$ cat src/hdl/sbbf_pkg.sv
// sbbf_pkg: shared types, constants and helper functions for the split-block bloom filter
// used by every module of the filter core except sbbf_ram, and by its checker
`default_nettype none

package sbbf_pkg;

    localparam int WORDS   = 8;
    localparam int WORD_W  = 32;
    localparam int POS_W   = 5;
    localparam int BLOCK_W = WORDS * WORD_W;
    localparam int NB_W    = 11;
    localparam int KEY_W   = 32;
    localparam int POS_LSB = 27;

    localparam logic [NB_W-1:0] NB_RESET = 11'd1024;

    localparam logic [WORD_W-1:0] SALT [WORDS] = '{
        32'h47b6137b, 32'h44974d91, 32'h8824ad5b, 32'ha2b7289d,
        32'h705495c7, 32'h2df1424b, 32'h9efc4947, 32'h5c6bfb31
    };

    typedef enum logic {
        REQ_INSERT = 1'b0,
        REQ_FIND   = 1'b1
    } req_t;

    typedef logic [WORDS-1:0][POS_W-1:0] pos_vec_t;

    typedef struct packed {
        logic full;
        logic empty;
    } q_status_t;

    // bit number inside each word, one salted multiply per lane
    function automatic pos_vec_t calc_pos(input logic [KEY_W-1:0] key);
        pos_vec_t          pos;
        logic [WORD_W-1:0] prod;
        for (int i = 0; i < WORDS; i++)
        begin
            prod   = key * SALT[i];
            pos[i] = prod[POS_LSB +: POS_W];
        end
        return pos;
    endfunction

    function automatic logic [BLOCK_W-1:0] build_mask(input pos_vec_t pos);
        logic [BLOCK_W-1:0] mask;
        for (int i = 0; i < WORDS; i++)
        begin
            mask[i*WORD_W +: WORD_W] = WORD_W'(1) << pos[i];
        end
        return mask;
    endfunction

endpackage

`default_nettype wire

$ cat src/hdl/sbbf_front.sv
// sbbf_front: accepts items, maps the hash to a block index and eight bit numbers
// depends on sbbf_pkg; feeds sbbf_fifo
`default_nettype none

module sbbf_front
    import sbbf_pkg::*;
#(
    parameter int MAX_BLOCKS = 1024,
    parameter int IDX_W      = 10,
    parameter int ENTRY_W    = 1 + IDX_W + WORDS * POS_W
) (
    input  wire logic               clk,
    input  wire logic               rst_n,
    input  wire logic [NB_W-1:0]    num_blocks,
    input  wire logic               clearing,
    input  wire logic               in_valid,
    output logic                    in_stall,
    input  wire logic               req_type,
    input  wire logic [63:0]        hash_value,
    input  wire q_status_t          q_status,
    output logic                    q_push,
    output logic      [ENTRY_W-1:0] q_entry
);

    localparam logic [31:0] MAX_B32 = 32'(MAX_BLOCKS);

    logic             vld_reg, vld_next;
    logic             req_reg;
    logic [IDX_W-1:0] idx_reg;
    pos_vec_t         pos_reg;

    logic [NB_W-1:0]  nb;
    logic [63:0]      blk_prod;
    logic             accept;

    // block count saturates at the store depth
    always_comb
    begin
        nb = num_blocks;
        if (32'(num_blocks) > MAX_B32)
        begin
            nb = MAX_B32[NB_W-1:0];
        end
        blk_prod = {32'd0, hash_value[63:32]} * {{(64-NB_W){1'b0}}, nb};
    end

    assign in_stall = clearing || (vld_reg && q_status.full);
    assign accept   = in_valid && !in_stall;
    assign q_push   = vld_reg && !q_status.full;
    assign q_entry  = {req_reg, idx_reg, pos_reg};

    always_comb
    begin
        vld_next = vld_reg;
        if (accept)
        begin
            vld_next = 1'b1;
        end
        else if (q_push)
        begin
            vld_next = 1'b0;
        end
    end

    always_ff @(posedge clk or negedge rst_n)
    begin
        if (!rst_n)
        begin
            vld_reg <= 1'b0;
        end
        else
        begin
            vld_reg <= vld_next;
        end
    end

    always_ff @(posedge clk)
    begin
        if (accept)
        begin
            req_reg <= req_type;
            idx_reg <= blk_prod[32 +: IDX_W];
            pos_reg <= calc_pos(hash_value[KEY_W-1:0]);
        end
    end

endmodule

`default_nettype wire

$ cat config.mk
export PLATFORM = sky130hd
export DESIGN_NAME = sbbf_front
export DESIGN_NICKNAME = d
export VERILOG_FILES = /design/src/hdl/sbbf_pkg.sv /design/src/hdl/sbbf_front.sv
export SDC_FILE = /design/constraint.sdc
export NUM_CORES = 2
export LEC_CHECK = 0
export BUFFER_PORTS_ARGS = -buffer_cell sky130_fd_sc_hd__buf_4
export CORE_ASPECT_RATIO = 0.6
export CORE_MARGIN = 2
export CORE_UTILIZATION = 50
export DETAILED_ROUTE_END_ITERATION = 7
export GPL_TIMING_DRIVEN = 0
export PLACE_DENSITY = 0.66
export SETUP_SLACK_MARGIN = 0.4
export SLEW_MARGIN = 10
export SYNTH_ARGS = -nofsm -noshare
export SYNTH_HDL_FRONTEND = slang
export SYNTH_SLANG_ARGS = --single-unit
export TNS_END_PERCENT = 100
$ cat constraint.sdc
create_clock -name clk -period 3.1 [get_ports clk]
set_clock_uncertainty 0.05 [all_clocks]
set_input_delay 0.155 -clock clk [delete_from_list [all_inputs] [get_ports clk]]
set_output_delay 0.155 -clock clk [all_outputs]
set_load 0.01 [all_outputs]
### After elaboration in Yosys (flattened, before gate mapping)

Cells that the tools add are included.

* register bits: 52
* logic and storage cells: 31

* $mul: 9
* $lt $le $gt $ge: 1
* multiplexer cells: 3
* reduce and logical (&&, ||, !) cells: 7

Operators by type and width (number)
* multiplier 32 x 31 -> 32 bit, second input constant: 4
* multiplier 32 x 32 -> 32 bit, second input constant: 3
* multiplier 32 x 11 -> 42 bit: 1
* multiplier 32 x 30 -> 32 bit, second input constant: 1
* > comparator 11 bit, second input constant: 1
* 2-to-1 mux 11 bit: 1
* logical AND 1 bit: 3
* logical NOT 1 bit: 2
* 2-to-1 mux 1 bit: 2
* nonzero test 2 bit: 1
* logical OR 1 bit: 1

### Depth between registers and ports, before layout

* depth in word-level cells: 5
* mapped depth: 25
* depth with buffers taken out: 25

### Least setup slack after synthesis

No wires, ideal clock.

* kind: input-to-reg
* start point: in hash_value[18]
* end point: reg pos_reg (netlist bit q_entry[4]) (data pin)
* library setup time: 0.268 ns
* data arrival time: 6.147 ns
* required time: 2.782 ns
* setup slack: -3.366 ns
* stages on the path: 20
* cells stage by stage: fa_1 inv_1 fa_1 fa_1 inv_1 fa_1 fa_1 fa_1 fa_1 inv_1 fa_1 inv_1 ha_1 a21o_1 a21o_1 a21o_1 o41ai_1 nor2_1 a2111oi_1 xnor2_1

* cells in the longest elaborated chain, start to end: 1

RTL lines
* start, declared: line sbbf_front.sv:19 `input wire logic [63:0] hash_value,`
* multiplier 32 x 31 -> 32 bit: line sbbf_pkg.sv:40 `prod = key * SALT[i];`
* end signal, assigned: line sbbf_front.sv:83 `pos_reg <= calc_pos(hash_value[KEY_W-1:0]);`
* end, declared: line sbbf_front.sv:30 `pos_vec_t pos_reg;`

Every way passes these cells.
A chain may end at the register's enable or synchronous reset.

### Worst setup path in the final report

* start point: in hash_value[8]
* end point: reg pos_reg (netlist bit q_entry[34]) (data pin)

* cells in the longest elaborated chain, start to end: 1

RTL lines (line)
* multiplier 32 x 32 -> 32 bit: sbbf_pkg.sv:40

Every way passes these cells.

==> run summary <==
CP Capture Type: flip-flop
Worst-path clk slew: 0.10 ns
Slowest cell on crit path: fa_2
Total stage count of the critical path: 23
Final worst slack: -3.52 ns
Clock Sink Count: 52
Initial antenna violation count: 44
Initial Util: 0.504
Actual slew at the worst max-slew pin: 1.12 ns
Critical-path cell list: buf_16 -> clkinvlp_4 -> fa_2 -> buf_6 -> buf_6 -> fa_2 -> fa_1 -> inv_2 -> fa_1 -> inv_2 -> fa_1 -> fa_1 -> fa_1 -> inv_1 -> fa_2 -> xor2_1 -> xnor2_1 -> xnor2_1 -> xnor2_1 -> xnor3_2 -> and3_1 -> mux2i_1 -> nand4_1
Via count: 49172
CTS Buf Count: 5
Final worst path period need: 6.62 ns
Status: finished with violations
Global-route wire length before repair: 389 mm
Min Hold Slack: 0.0207 ns
Syn avg cell area: 10.2 µm²
Top cell by count, worst path: fa_1
Crit share post-route: 2.14
Max-cap violations: 0
Post-synth EDFFs: 51
DRT iter0 DRCs: 6170
Final Max Slew Viols: 0
Area post-placement: 68100 µm²
Area delta synth->final: 19.9%
RSZ-0062 raised after global routing: true
Synth Net Count: 9132
WP buf/inv: 7
Antenna viol nets, final: 0
Highest achievable clock rate: 151 MHz
Critical path startpoint category: input port
CP required: 3.18 ns
Largest net degree at the start of global routing: 40
Cell area after synthesis: 63800 µm²
I/O pin cnt: 135
Gp weighted congestion: 1.12
Die footprint: 131000 µm²
Register area share after synthesis: 0.0244
Die height: 281 µm
Worst Path Max Fanout: 7
Post-synth ARST share: 0.0192
Largest delay share family, worst path: adder cells
R2R cell count: 3
Post-Synthesis Cells: 6285
DRT Pass-1 Iters: 8
Top FF cell, synth: edfxtp_1
IO buf count: 132
Share of cells above drive strength 1: 0.179
Die W: 465 µm
H-tree depth: 2
Routed wl met3: 59.4 mm
Vias per cell: 5.71
CTS tree: built
Slew headroom: 0.246
CTS max path bufs: 2
Wl on met1: 114 mm
Post-synthesis register bit count: 52
Dpl hpwl: 212 mm
Post-Route Utilization: 0.604
Vias in the first global route: 48716
Final wirelength: 289 mm
Failing checks: design-rule violations, negative setup slack
Max incr delay on CP: 0.64 ns
Fillers: 10649
Final setup vio count: 50
Critical path type: input port to flip-flop
Post-route DRC: 14
Core Area: 127000 µm²
Grt ovf: 0
Synth unique cells: 68
Final Hold Viols: 0
Max reg flops: 40
Nets: 9719
Worst EP arrival: 6.70 ns
Top Metal Used: met5
Rows: 101
Met2 wire length: 98.4 mm
Gr usage total: 0.446
Class of the worst hold path: input port to async pin
Root Buffer: clkbuf_16
Synth warn: 0
Skew-Pair Late Insertion Delay: 0.38 ns
Wirelength per Cell: 33.5 µm
Final instance area: 76500 µm²
-- timing repair --
item / 4_1_cts / 5_1_grt
hold endpoints to repair: 3 / 0
cloned: 28 / 2
setup endpoints to repair: 50 / 50
gates resized for setup: 515 / 257
pin swaps: 199 / 212
buffers inserted: 301 / 113
hold buffers: 3 / 0
-- kinds of logic after synthesis --
logic type | count (synthesis) | synth area share
adders and majority gates | 2765 | 0.726
buffers and inverters | 2402 | 0.141
and+or+nand+nor | 538 | 0.0431
AOI/OAI and AO/OA | 267 | 0.0285
xor gates and xnor gates | 259 | 0.0362
DFF | 52 | 0.0244
muxes | 2 | 0.000314
-- cell type report --
| cell class | count | area [µm²] | area share |
|---|---|---|---|
| timing repair buffer | 580 | 6450 | 0.0842 |
| multi-input combinational | 3831 | 56500 | 0.738 |
| inverter | 2335 | 9050 | 0.118 |
| clock inverter | 3 | 27.5 | 0.000360 |
| buffer | 67 | 591 | 0.00772 |
| clock buffer | 5 | 125 | 0.00163 |
| sequential | 52 | 1560 | 0.0203 |
| antenna | 41 | 103 | 0.00134 |
| tap | 1699 | 2130 | 0.0278 |
-- stage by stage --
stage / worst slack (ns) / cells / TNS, ns
final: -3.52 / 8613 / -148.51
after CTS: -3.31 / 8457 / -139.95
after floorplan: -2.95 / 6285 / -118.52
after global routing: -3.46 / 8584 / -151.62
after global placement: -5.77 / 8116 / -277.75
after detailed placement: -5.79 / 8117 / -237.30
-- worst reg2reg max path, cell delays in order, from the launching register on --
cell,delay (ns)
dfrtp_1,0.40
a21oi_1,0.19
and2_4,0.43
buf_16,0.30
-- cell usage in the layout, fill, tap and decap left out, types with 51 or more instances in the layout --
cell type,count
buf_4,408
buf_6,54
xnor2_1,196
inv_2,90
ha_4,132
fa_2,124
fa_1,1444
nand2_1,181
inv_1,2178
edfxtp_1,51
ha_1,1034
buf_12,53
and2_1,190
-- path summary, 6_finish.rpt --
check / startpoint / to / slack (ns)
hold / removal: rst_n / vld_reg / 0.02
setup reg to reg: vld_reg / q_entry[29] / 1.36
hold reg to reg: vld_reg / vld_reg / 0.46
setup / recovery: hash_value[8] / q_entry[34] / -3.52
min in group clk: in_valid / idx_reg[9] / 0.28
max in group asynchronous: rst_n / vld_reg / 2.90
-- synth_stat cells, types with 19 or more instances --
master | n | area (µm²)
a21o_1 | 44 | 330
a21oi_1 | 72 | 360
and2_1 | 193 | 1210
clkbuf_1 | 64 | 240
edfxtp_1 | 51 | 1530
fa_1 | 1568 | 31400
ha_1 | 1197 | 15000
inv_1 | 2335 | 8760
nand2_1 | 203 | 762
nand3_1 | 29 | 145
nand4_1 | 19 | 119
nor2_1 | 31 | 116
o21ai_0 | 47 | 235
xnor2_1 | 213 | 1870
xor2_1 | 43 | 377
-- layer usage --
metal  global-route usage  up-vias
li1                     -    19541
met1                0.603    24844
met2                0.518     3941
met3                0.328      793
met4                0.163       53
met5                0.115        -
Power is not shown: default switching activity piles up to over one toggle a cycle in this logic, so the estimate is an artifact.
