<file path="src/hdl/sbbf_pkg.sv">
// sbbf_pkg: shared types, constants and helper functions for the split-block bloom filter
// used by every module of the filter core except sbbf_ram, and by its checker
`default_nettype none

package sbbf_pkg;

    localparam int WORDS   = 8;
    localparam int WORD_W  = 32;
    localparam int POS_W   = 5;
    localparam int BLOCK_W = WORDS * WORD_W;
    localparam int NB_W    = 11;
    localparam int KEY_W   = 32;
    localparam int POS_LSB = 27;

    localparam logic [NB_W-1:0] NB_RESET = 11'd1024;

    localparam logic [WORD_W-1:0] SALT [WORDS] = '{
        32'h47b6137b, 32'h44974d91, 32'h8824ad5b, 32'ha2b7289d,
        32'h705495c7, 32'h2df1424b, 32'h9efc4947, 32'h5c6bfb31
    };

    typedef enum logic {
        REQ_INSERT = 1'b0,
        REQ_FIND   = 1'b1
    } req_t;

    typedef logic [WORDS-1:0][POS_W-1:0] pos_vec_t;

    typedef struct packed {
        logic full;
        logic empty;
    } q_status_t;

    // bit number inside each word, one salted multiply per lane
    function automatic pos_vec_t calc_pos(input logic [KEY_W-1:0] key);
        pos_vec_t          pos;
        logic [WORD_W-1:0] prod;
        for (int i = 0; i < WORDS; i++)
        begin
            prod   = key * SALT[i];
            pos[i] = prod[POS_LSB +: POS_W];
        end
        return pos;
    endfunction

    function automatic logic [BLOCK_W-1:0] build_mask(input pos_vec_t pos);
        logic [BLOCK_W-1:0] mask;
        for (int i = 0; i < WORDS; i++)
        begin
            mask[i*WORD_W +: WORD_W] = WORD_W'(1) << pos[i];
        end
        return mask;
    endfunction

endpackage

`default_nettype wire

</file>
<file path="src/hdl/sbbf_fifo.sv">
// sbbf_fifo: two-entry queue between the front and back parts of the filter
// depends on sbbf_pkg for the status struct
`default_nettype none

module sbbf_fifo
    import sbbf_pkg::*;
#(
    parameter int WIDTH = 8
) (
    input  wire logic             clk,
    input  wire logic             rst_n,
    input  wire logic             push,
    input  wire logic [WIDTH-1:0] push_data,
    input  wire logic             pop,
    output logic      [WIDTH-1:0] pop_data,
    output q_status_t             status
);

    logic [WIDTH-1:0] data_reg [2];
    logic             wr_ptr_reg, wr_ptr_next;
    logic             rd_ptr_reg, rd_ptr_next;
    logic [1:0]       count_reg, count_next;

    always_comb
    begin
        wr_ptr_next = wr_ptr_reg;
        rd_ptr_next = rd_ptr_reg;
        count_next  = count_reg;
        if (push)
        begin
            wr_ptr_next = ~wr_ptr_reg;
        end
        if (pop)
        begin
            rd_ptr_next = ~rd_ptr_reg;
        end
        if (push && !pop)
        begin
            count_next = count_reg + 2'd1;
        end
        else if (pop && !push)
        begin
            count_next = count_reg - 2'd1;
        end
    end

    always_ff @(posedge clk or negedge rst_n)
    begin
        if (!rst_n)
        begin
            wr_ptr_reg <= 1'b0;
            rd_ptr_reg <= 1'b0;
            count_reg  <= 2'd0;
        end
        else
        begin
            wr_ptr_reg <= wr_ptr_next;
            rd_ptr_reg <= rd_ptr_next;
            count_reg  <= count_next;
        end
    end

    always_ff @(posedge clk)
    begin
        if (push)
        begin
            data_reg[wr_ptr_reg] <= push_data;
        end
    end

    assign pop_data     = data_reg[rd_ptr_reg];
    assign status.full  = (count_reg == 2'd2);
    assign status.empty = (count_reg == 2'd0);

endmodule

`default_nettype wire

</file>
<file path="config.mk">
export PLATFORM = sky130hd
export DESIGN_NAME = sbbf_fifo
export DESIGN_NICKNAME = d
export VERILOG_FILES = /design/src/hdl/sbbf_pkg.sv /design/src/hdl/sbbf_fifo.sv
export SDC_FILE = /design/constraint.sdc
export NUM_CORES = 1
export LEC_CHECK = 0
export BUFFER_PORTS_ARGS = -buffer_cell sky130_fd_sc_hd__buf_2
export CAP_MARGIN = 20
export CORE_MARGIN = 5
export CORE_UTILIZATION = 50
export DETAILED_ROUTE_END_ITERATION = 6
export GPL_ROUTABILITY_DRIVEN = 0
export GPL_TIMING_DRIVEN = 0
export PLACE_DENSITY = 0.84
export SLEW_MARGIN = 20
export SYNTH_ARGS = -nofsm -noshare
export SYNTH_HDL_FRONTEND = slang
export SYNTH_SLANG_ARGS = --single-unit
</file>
<file path="constraint.sdc">
create_clock -name clk -period 3 [get_ports clk]
set_input_delay 0.3 -clock clk [delete_from_list [all_inputs] [get_ports clk]]
set_output_delay 0.3 -clock clk [all_outputs]
set_load 0.005 [all_outputs]
</file>
# Word-level counts from Yosys, hierarchy flattened
# Memory sizes are Yosys's and may differ from the RTL's.
# Index checks and enable logic that the tools add are counted.
[classes] n_eq_ne=1 n_shift=0 n_mul=0 order_cmp=0 addsub=2 bitwise=2 reduce_logical=6 div=0 n_mux=4
[ops] cell="$mux 2" n=2
[ops] cell="$add 2x1->2 const B" n=1
[ops] cell="$eq 2x2->1 const B" n=1
[ops] cell="$logic_and 1x1->1" n=2
[ops] cell="$logic_not 1->1" n=2
[ops] cell="$logic_not 2->1" n=1
[ops] cell="$mux 1" n=2
[ops] cell="$not 1->1" n=2
[ops] cell="$reduce_bool 2->1" n=1
[ops] cell="$sub 2x1->2 const B" n=1
[totals] output_inout_bits=10 regBits=4 word_cells=19 ram_bits=16 latchBits=0 romBits=0 n_memories=1
[mem_list] name="data_reg" words=2 width=8 rd=1 rd_clocked_by_memory_dff=0 write_ports=1 line_no="sbbf_fifo.sv:19" source="logic [WIDTH-1:0] data_reg [2];"

# Longest topological paths before layout
# Gate-level depths: netlist of the first run.
[logic_depth] ltp_word=4 mapped_depth=5 ltp_nobuf=5

# Worst setup path after synthesis of the first run
# Ideal clock, no wire load.
[synth_path] path_kind="register -> register" startpoint="register wr_ptr_reg" endpoint="memory data_reg[0][0], enable pin" setup_time_ns=0.373 path_stages_with_launch=2 slack_ns=1.838 t_arrival_ns=0.789 cell_sequence="dfrtp_1 nor2b_1"
[synth_rtl] item="start: declaration" line_no="sbbf_fifo.sv:20" source="logic wr_ptr_reg, wr_ptr_next;"
[synth_rtl] item="start signal: assignment" line_no="sbbf_fifo.sv:57" source="wr_ptr_reg <= wr_ptr_next;"
[synth_rtl] item="end: declaration" line_no="sbbf_fifo.sv:19"
# No word-level cell before the write port.

# Worst setup path in the final report of the first run
[layout_path] startpoint="register rd_ptr_reg" endpoint="output port pop_data[7]"
[layout_via] elab_chain_len=1
[layout_rtl] item="start: declaration" line_no="sbbf_fifo.sv:21" source="logic rd_ptr_reg, rd_ptr_next;"
[layout_rtl] item="start signal: assignment" line_no="sbbf_fifo.sv:58" source="rd_ptr_reg <= rd_ptr_next;"
[layout_rtl] item="$mem_v2 2x8"
[layout_rtl] item="end: declaration" line_no="sbbf_fifo.sv:15" source="output logic [WIDTH-1:0] pop_data,"
# Every way passes these cells.

==> run summary, run 1 <==
Slew @ Worst Pin -> 0.778 ns
final worst-path cycle share -> 0.523
Yosys top cell by area -> edfxtp_1
Buf/Inv on CP -> 2
Die H -> 49.3 um
CP max stage cell -> dfrtp_1
Inserted Clock Buffers -> 3
layout cells sized above 1 -> 0.507
area grow syn2layout -> 20.9%
Cell Rows -> 14
CP endpoint kind -> output pin
fin crit period -> 1.57 ns
maxcap violations -> 0
Inserted Diodes -> 0
DRT antenna net count -> 0
delay-heaviest family, CP -> flip-flops
final setup vio count -> 0
initial drt markers -> 0
Initial Util -> 0.518
I/O Buffers -> 21
RSZ-0062 raised after global routing -> no
Worst Path Class, Setup -> reg2out
Synth area leaders -> edfxtp_1 62%, dfrtp_1 13%, mux2_2 12%
total power -> 0.783 mW
Avg Inst Size Synth -> 18.8 um2
pin count of the biggest net entering global routing -> 12
Worst Path Arrival -> 1.27 ns
main combinational cell family by area after synthesis -> multiplexers
nets -> 81
Worst IR Drop VDD -> 0.360 mV
crit path cell chain -> buf_6 -> mux2_2 -> buf_2
global-route wire length before repair -> 2.18 mm
Pre-antenna DRT Iters -> 1
max reg flops -> 16
mux contribution to synthesized area -> 0.117
Core Area -> 0.00149 mm2
pwr/cell area -> 840 mW/mm2
drt total wl -> 1.28 mm
Fin Setup TNS -> 0 ns
initial antenna violation count -> 0
Setup Skew -> 0.00419 ns
Cells after Synth -> 41
vias -> 407
Max-slew headroom -> 0.480
Synth Area in Adders -> 0.0162
H-tree levels -> 1
synthesized cell area -> 771 um2
syn_nets -> 54
Total GRT Usage -> 0.121
post-route cell area -> 932 um2
grt ovf -> 0
DP Area -> 896 um2
Die Wd -> 49.3 um
Die ar. -> 0.00243 mm2
final hold viol count -> 0
Leak -> 0.385 nW
Ys Warns -> 0
drt drc -> 0
Crit Path Max Fanout -> 9
Synth top area share -> 0.623
Hold Crit Class -> in2reg
post-synthesis xor/xnor area fraction -> 0.0568
I/O pin total -> 22
register area share after synthesis -> 0.753
Netlist cell types -> 12
routed len/inst -> 15.4 um
Synth Register Bits -> 20
clock buffer depth -> 2
commonest non-fill, non-tap cell in the layout -> buf_2
Pins Over Slew Limit -> 0
CTS root buf -> clkbuf_4
Clock Latency Late Sink -> 0.29 ns
Max stage delay on crit path -> 0.37 ns
run status -> complete, no violations
crit path launch type -> flip-flop
CTS clk-pin slew, worst paths -> 0.10 ns
Worst EP required -> 2.70 ns
dpl hpwl -> 929 um
simple-gate area share of the yosys netlist -> 0.0373
Max Freq -> 0.638 GHz
CTS tree -> yes
Sink Count -> 20
vias in the first global route -> 485
complex-gate fraction of the synthesized area -> 0
Util after Layout -> 0.626
commonest cells after routing, fill and taps aside -> 21 x buf_2, 16 x edfxtp_1, 8 x mux2_2
DR vias/cell -> 4.90
Yosys cell counts:
library cell,n
mux2_2,8
xnor2_1,1
edfxtp_1,16
nor2b_1,1
xor2_1,4
buf_6,1
nor2_1,2
ha_1,1
and2b_2,1
inv_1,1
dfrtp_1,4
and2_1,1
metal layers:
| metal | global-route usage | part of all wire |
|---|---|---|
| met1 | 0.138 | 0.40 |
| met2 | 0.197 | 0.54 |
| met3 | 0.0214 | 0.041 |
| met4 | 0.0942 | 0.018 |
| met5 | 0 | 0 |
final timing paths:
| path | from | cells after the start | to | slack (ns) |
|---|---|---|---|---|
| worst min-delay path | push_data[2] | 1 | data_reg[1][2]$_DFFE_PP_ | 0.19 |
| worst max-delay path | rd_ptr_reg$_DFFE_PN0P_ | 3 | pop_data[7] | 1.43 |
| worst max register to register | wr_ptr_reg$_DFFE_PN0P_ | 1 | data_reg[0][6]$_DFFE_PP_ | 1.60 |
| worst min register to register | wr_ptr_reg$_DFFE_PN0P_ | 1 | wr_ptr_reg$_DFFE_PN0P_ | 0.50 |
| min in group asynchronous | rst_n | 2 | rd_ptr_reg$_DFFE_PN0P_ | 0.34 |
| max in group asynchronous | rst_n | 2 | count_reg[0]$_DFFE_PN0P_ | 2.54 |
final cells by class:
cell class              count  area (um2)
flip-flops and latches     20         581
fillers                   107         557
multi-input cells          19         175
repair buffers             22         115
clock buffers               4        26.3
well taps                  16        20.0
plain buffers               1        11.3
inverters                   1        3.75
repair_timing:
item	in CTS	in global routing
hold endpoints to repair	4	0
resized for setup	0	0
setup buffers	0	0
hold buffers	1	0
endpoints found under the setup margin	0	0
cell families after synthesis:
group	after synthesis
xor gates and xnor gates	5
adders and majority gates	1
buffers and inverters	2
DFF	20
muxes	8
and+or+nand+nor	5
stage by stage:
step | hold WS, ns | setup WS [ns] | std cells
after floorplan | 0.00441 | 1.84 | 41
after global placement | 0.108 | 1.62 | 78
after detailed placement | 0.114 | 1.54 | 78
after CTS | 0.175 | 1.41 | 83
after global routing | 0.174 | 1.35 | 83
final | 0.188 | 1.43 | 83
where the power goes:
part / switching (mW) / internal [mW]
combinational: 0.108 / 0.135
sequential: 0.0361 / 0.378
clock: 0.0745 / 0.0517
total: 0.219 / 0.564
No activity file was read; power rests on OpenSTA's default activity.
==> run 2: changes to the inputs <==
Settings changed: CORE_UTILIZATION 50 to 48, PLACE_DENSITY 0.84 to 0.82.
Clock period 3 ns to 1.5 ns, I/O delays scaled along.
==> run summary, run 2 (synthesis results as in run 1) <==
run status -> complete, no violations
I/O pin total -> 22
commonest cells after routing, fill and taps aside -> 21 x buf_2, 16 x edfxtp_1, 8 x mux2_2
crit path cell chain -> buf_6 -> mux2_2 -> buf_2
Worst EP required -> 1.35 ns
Hold Crit Class -> in2reg
grt ovf -> 0
Pre-antenna DRT Iters -> 2
FF-to-FF path depth -> 1
Die Wd -> 50.1 um
Inserted Diodes -> 0
drt drc -> 0
area grow syn2layout -> 20.9%
Max stage delay on crit path -> 0.35 ns
CTS Hold Bufs -> 1
Hold Path Stages -> 2
# resized after CTS -> 0
Pins Over Slew Limit -> 0
Slew @ Worst Pin -> 0.752 ns
RSZ-0062 raised after global routing -> no
routed len/inst -> 15.1 um
clock buffer depth -> 2
Core Area -> 0.00151 mm2
Worst IR Drop VDD -> 0.783 mV
CP max stage cell -> dfrtp_1
Max-slew headroom -> 0.498
drt total wl -> 1.25 mm
CTS root buf -> clkbuf_4
vias in the first global route -> 495
Metal-1 WL -> 477 um
final worst-path cycle share -> 0.931
vias -> 420
Crit Path Max Fanout -> 9
DR vias/cell -> 5.06
global-route wire length before repair -> 2.17 mm
DP Area -> 896 um2
final setup vio count -> 0
metal2 WL -> 680 um
Sink Count -> 20
metal3 WL -> 71 um
Post-CTS Repair Setup Buffers -> 0
pin count of the biggest net entering global routing -> 12
CTS clk-pin slew, worst paths -> 0.10 ns
Fin Setup TNS -> 0 ns
Util after Layout -> 0.619
pwr/cell area -> 1660 mW/mm2
CTS tree -> yes
max reg flops -> 16
Inserted Clock Buffers -> 3
FF+latch area -> 581 um2
Cell Rows -> 14
Top Layer Used -> met4
H-tree levels -> 1
multi-input logic area -> 175 um2
crit path launch type -> flip-flop
number of fill cells -> 112
CP endpoint kind -> output pin
Initial Util -> 0.512
fin crit period -> 1.40 ns
commonest non-fill, non-tap cell in the layout -> buf_2
Die ar. -> 0.00251 mm2
nets -> 81
Setup Skew -> 0.00151 ns
maxcap violations -> 0
initial drt markers -> 1
Worst Path Class, Setup -> reg2out
Die H -> 50.1 um
post-route cell area -> 932 um2
Worst Path Arrival -> 1.25 ns
final hold viol count -> 0
layout cells sized above 1 -> 0.507
Total GRT Usage -> 0.115
Max Freq -> 0.716 GHz
Leak -> 0.385 nW
I/O Buffers -> 21
Clock Latency Late Sink -> 0.28 ns
hold_ws -> 0.0464 ns
DRT antenna net count -> 0
initial antenna violation count -> 0
-- run 2: cell types whose count changed in the layout (fill, tap and decap cells not counted), sizes merged --
| cell | change |
|---|---|
| clkbuf | -1 |
| clkinv | +1 |
-- run 2: critical path, delay by kind of cell, from the launching register on --
kind / cells / cell delay [ns]
flip-flops: 1 / 0.35
multiplexers: 1 / 0.34
buffers and inverters: 2 / 0.27
-- run 2: power by group --
| part | switching [mW] | leakage [nW] | internal [mW] |
|---|---|---|---|
| registers | 0.0650 | 0.197 | 0.755 |
| logic | 0.217 | 0.173 | 0.270 |
| clock network | 0.145 | 0.0154 | 0.0966 |
| total | 0.426 | 0.385 | 1.12 |
-- run 2: worst paths after layout --
path	startpoint	to	slack (ns)
min in group asynchronous	rst_n	count_reg[0]$_DFFE_PN0P_	0.19
worst max register to register	wr_ptr_reg$_DFFE_PN0P_	data_reg[0][1]$_DFFE_PP_	0.12
worst max-delay path	rd_ptr_reg$_DFFE_PN0P_	pop_data[2]	0.10
worst min register to register	count_reg[1]$_DFFE_PN0P_	count_reg[1]$_DFFE_PN0P_	0.50
worst min-delay path	pop	rd_ptr_reg$_DFFE_PN0P_	0.05
max in group asynchronous	rst_n	wr_ptr_reg$_DFFE_PN0P_	1.19
-- run 2: metrics by stage --
| step | setup WS, ns | power [mW] | instances |
|---|---|---|---|
| 6_report | 0.104 | 1.55 | 83 |
| 5_1_grt | 0.0352 | 1.66 | 83 |
| 4_1_cts | 0.0865 | 1.58 | 83 |
| 3_5_place_dp | 0.115 | 1.33 | 78 |
| 3_3_place_gp | 0.162 | 1.30 | 78 |
| 2_1_floorplan | 0.338 | 1.13 | 41 |
-- run 2: area by class of cell --
cell class / instances / share of cell area
sequential: 20 / 0.623
multi-input combinational: 19 / 0.188
timing repair buffer: 22 / 0.123
clock buffer: 3 / 0.0242
tap: 16 / 0.0215
buffer: 1 / 0.0121
clock inverter: 1 / 0.00403
inverter: 1 / 0.00403
-- run 2: per-layer routing --
layer,track usage,vias to the layer above
met5,0,-
met4,0.0655,0
met3,0.0422,2
met2,0.195,12
met1,0.120,205
li1,-,201
